==> src/gbm_pkg.sv <==
// Package: types, constants and codes for the gap buffer block.
`default_nettype none
package gbm_pkg;
    localparam int CAPACITY     = 4096;
    localparam int MARKER_SLOTS = 8;
    localparam int AW           = $clog2(CAPACITY);
    localparam int PW           = 13;
    localparam int MW           = (MARKER_SLOTS > 1) ? $clog2(MARKER_SLOTS) : 1;

    typedef enum logic [2:0] {
        OP_INSERT = 3'd0, OP_DELETE = 3'd1, OP_GOTO = 3'd2, OP_READ = 3'd3,
        OP_SET_MARK = 3'd4, OP_READ_MARK = 3'd5, OP_DETACH = 3'd6, OP_NOP = 3'd7
    } opcode_t;

    localparam logic [1:0] ST_OK   = 2'd0;
    localparam logic [1:0] ST_FULL = 2'd1;
    localparam logic [1:0] ST_BAD  = 2'd2;

    typedef enum logic [2:0] {
        S_IDLE, S_DECIDE, S_SHIFT, S_EDIT, S_MARK, S_READ, S_DONE
    } state_t;

    typedef struct packed {
        logic load;      // capture input item
        logic decide;    // compute clipped values
        logic shift;     // move one byte of the gap
        logic edit;      // apply edit to gap/cursor
        logic mark;      // update one marker
        logic rd;        // issue memory read
        logic finish;    // form result
    } cmd_t;

    typedef struct packed {
        logic need_shift;
        logic shift_done;
        logic mark_last;
        logic is_read;
    } stat_t;
endpackage
`default_nettype wire

==> src/gbm_ctrl.sv <==
// Controller state machine sequencing the datapath per command.
`default_nettype none
module gbm_ctrl (
    input  wire logic          clk,
    input  wire logic          rst_n,
    input  wire logic          in_fire,
    input  wire logic          out_free,
    input  gbm_pkg::stat_t     st,
    output logic               busy,
    output gbm_pkg::cmd_t      cmd
);
    import gbm_pkg::*;
    state_t state_reg, state_next;

    always_ff @(posedge clk or negedge rst_n)
    begin
        if (!rst_n)
        begin
            state_reg <= S_IDLE;
        end
        else
        begin
            state_reg <= state_next;
        end
    end

    always_comb
    begin
        state_next = state_reg;
        cmd = '0;
        busy = 1'b1;
        case (state_reg)
            S_IDLE:
            begin
                busy = 1'b0;
                if (in_fire)
                begin
                    cmd.load = 1'b1;
                    state_next = S_DECIDE;
                end
            end
            S_DECIDE:
            begin
                cmd.decide = 1'b1;
                state_next = S_SHIFT;
            end
            S_SHIFT:
            begin
                if (st.need_shift && !st.shift_done)
                begin
                    cmd.shift = 1'b1;
                end
                else if (st.is_read)
                begin
                    cmd.rd = 1'b1;
                    state_next = S_READ;
                end
                else
                begin
                    state_next = S_MARK;
                end
            end
            S_MARK:
            begin
                cmd.mark = 1'b1;
                if (st.mark_last)
                begin
                    state_next = S_EDIT;
                end
            end
            S_EDIT:
            begin
                cmd.edit = 1'b1;
                state_next = S_DONE;
            end
            S_READ:
            begin
                state_next = S_DONE;
            end
            S_DONE:
            begin
                if (out_free)
                begin
                    cmd.finish = 1'b1;
                    state_next = S_IDLE;
                end
            end
            default:
            begin
                state_next = S_IDLE;
            end
        endcase
    end
endmodule
`default_nettype wire

==> config.mk <==
export PLATFORM = sky130hd
export DESIGN_NAME = gbm_ctrl
export DESIGN_NICKNAME = d
export VERILOG_FILES = /design/src/gbm_pkg.sv /design/src/gbm_ctrl.sv
export SDC_FILE = /design/constraint.sdc
export NUM_CORES = 1
export LEC_CHECK = 0
export ABC_AREA = 1
export BUFFER_PORTS_ARGS = -buffer_cell sky130_fd_sc_hd__buf_2
export CORE_AREA = 2 2 39 41
export CTS_CLUSTER_DIAMETER = 80
export DETAILED_ROUTE_END_ITERATION = 10
export DIE_AREA = 0 0 41 43
export SLEW_MARGIN = 20
export SYNTH_ARGS = -nofsm -noshare
export SYNTH_HDL_FRONTEND = slang
export SYNTH_SLANG_ARGS = --single-unit
==> constraint.sdc <==
create_clock -name clk -period 1.15 [get_ports clk]
set_input_delay 0.2875 -clock clk [delete_from_list [all_inputs] [get_ports clk]]
set_output_delay 0.2875 -clock clk [all_outputs]
set_load 0.1 [all_outputs]
==> metrics.txt <==
DR top layer met3; HPWL Detailed 682 um; Root Buffer clkbuf_4; nets@finish 90; Tightest Pin Transition around 0.19 ns; Crit Path Category flop to output port; H-Tree Depth 1; sequential area share after synthesis 29.4%; Final Critical Period 1.52 ns; Synth Instances 44; Largest register FFs 3; final WL a little over 1000 um; CTS tree yes; final non-filler cell area approximately 800 um2; fin. max-slew vios 0; Total GRT Usage roughly 13%; WHS about 0.38 ns; fraction of layout cells with a size suffix above 1 approximately 75%; Via density between 4 and 5; fmax between 600 and 700 MHz; Synth Cell Area approximately 260 um2; Req. time, crit path approximately 0.86 ns; Core Footprint approximately 0.0014 mm2; final RePlAce weighted congestion between 0.7 and 0.8; reg-to-reg slack, setup -0.14 ns; antenna cells 0; CP Cell Sequence buf_4, nand3_2, clkinvlp_4, buf_12; Critical Path Sink Type output port; largest net degree at the start of global routing 7; CP arrival 1.24 ns; clock transition at the registers of the reported paths roughly 0.04 ns; post-synthesis net count 52; # rows 14; wire length on met2 607 um; DP Area between 600 and 700 um2; Layout area overhead 214%; clk buf depth 2; fin crit share 133%; GR Overflow Total 0; CP max-delay cell dfrtp_2; later-pin clock latency in the skew report about 0.23 ns; Final Worst Setup Slack -0.374 ns; CTS Buf Count 3; YS warnings 0; Slew headroom between 80 and 90%; failing checks negative setup slack; Hold Path Class input port to async pin; DRC 0; crit path launch type flop; clock skew after layout between 0.004 and 0.005 ns; post-synth top area share between 20% and 30%; Setup Viol. Count Final 11; cell taking the most area after synthesis dfrtp_1; top cells by area, synth dfrtp_1 29%, nand2_1 15%, nand3_1 14%; max_cap viols 0; PortBufs 15; total of flip-flops plus latches after synthesis 3; RSZ-0062 raised after global routing true; syn_area_per_cell roughly 5.8 um2; Yosys cell types 10; Sinks on Clock Net 3; DR iter-0 viols 1; Initial Utilization 18.4%; number of global-route vias before repair 377; Final TNS setup -3.00 ns; Ports 16; Post-DRT Antenna Nets 0; Die H about 43 um; DRT Pass-1 Iters 4; die footprint around 0.0018 mm2; worst-path fanout max 6; DRT met1 WL between 400 and 500 um; Largest stage delay, worst path 0.46 ns; via count 407; final hold viol count 0; initial antenna violation count 0; routed len/inst ~11 um; Worst Reg-to-Reg Cells 8; WL met3 about 21 um; status complete, but fails checks; die width 41 um; first-pass GRT wire length between 1000 and 1500 um
==> path summary, 6_finish.rpt <==
path / startpoint / endpoint
setup / recovery: state_reg[1]$_DFFE_PN0P_ / cmd[3]
hold / removal: rst_n / state_reg[2]$_DFFE_PN0P_
setup reg to reg: state_reg[1]$_DFFE_PN0P_ / state_reg[2]$_DFFE_PN0P_
hold reg to reg: state_reg[2]$_DFFE_PN0P_ / state_reg[2]$_DFFE_PN0P_
max in group asynchronous: rst_n / state_reg[0]$_DFFE_PN0P_
min in group clk: st[0] / state_reg[0]$_DFFE_PN0P_
==> cells by family (layout without fill, tap and decap cells) <==
group	Yosys count	count (layout)	synth area share, %
AND/OR/NAND/NOR	29	29	51.5
buffers and inverters	10	47	14.7
flip-flops	3	3	29.4
AO/OA/AOI/OAI	2	2	4.41
==> synth_stat cells <==
master and n:
nand2_1 10, inv_1 8, nor2_1 8, nand3_1 7
dfrtp_1 3, nor2_2 3, inv_2 2, a21oi_1 1
a31oi_1 1, nand3_2 1
==> cell usage in the layout (no fill, tap or decap) <==
master	instances
buf_4	13
dfrtp_2	3
buf_6	2
buf_2	7
clkinv_4	1
inv_2	2
clkbuf_4	3
nand3_1	2
nand2_1	6
nor2_2	1
nand2_2	1
nor2_4	8
nor2_1	2
dlygate4sd3_1	1
nand2_8	1
inv_1	6
buf_12	10
nand3_2	5
clkinvlp_4	1
a21oi_1	1
nand3_4	1
clkbuf_1	1
nand2_4	2
a31oi_1	1
==> layer usage <==
layer	vias to the layer above	track usage (%)
li1	209	-
met1	192	13.6
met2	6	20.9
met3	0	3.14
met4	0	8.00
met5	-	0
==> repair_timing <==
item                                    4_1_cts  5_1_grt
pin swaps                                     4        6
hold buffers                                  1        0
endpoints found under the hold margin         3        0
gates resized for setup                       7       10
endpoints found under the setup margin       11       11
buffers inserted                              3        6
==> final cells by class <==
cell class / count / area, um2
clock buffers: 4 / 26.3
well taps: 16 / 20.0
repair buffers: 33 / 365
fillers: 126 / 583
inverters: 10 / 46.3
multi-input cells: 31 / 264
flip-flops and latches: 3 / 78.8
==> through the flow <==
step | cells | util [%] | worst slack (ns)
finish | 97 | 57.9 | -0.374
floorplan | 44 | - | -0.488
global route | 97 | 57.9 | -0.424
detailed placement | 83 | 45.0 | -0.157
CTS | 91 | 50.9 | -0.382
global placement | 83 | 45.0 | -0.131
==> worst max-delay path, delay by kind of cell (launching register included) <==
kind	cells	cell delay (ns)
flops	1	0.46
buf+inv	3	0.44
simple gates	1	0.11
Power is not shown: default switching activity piles up to over one toggle a cycle in this logic, so the estimate is an artifact.
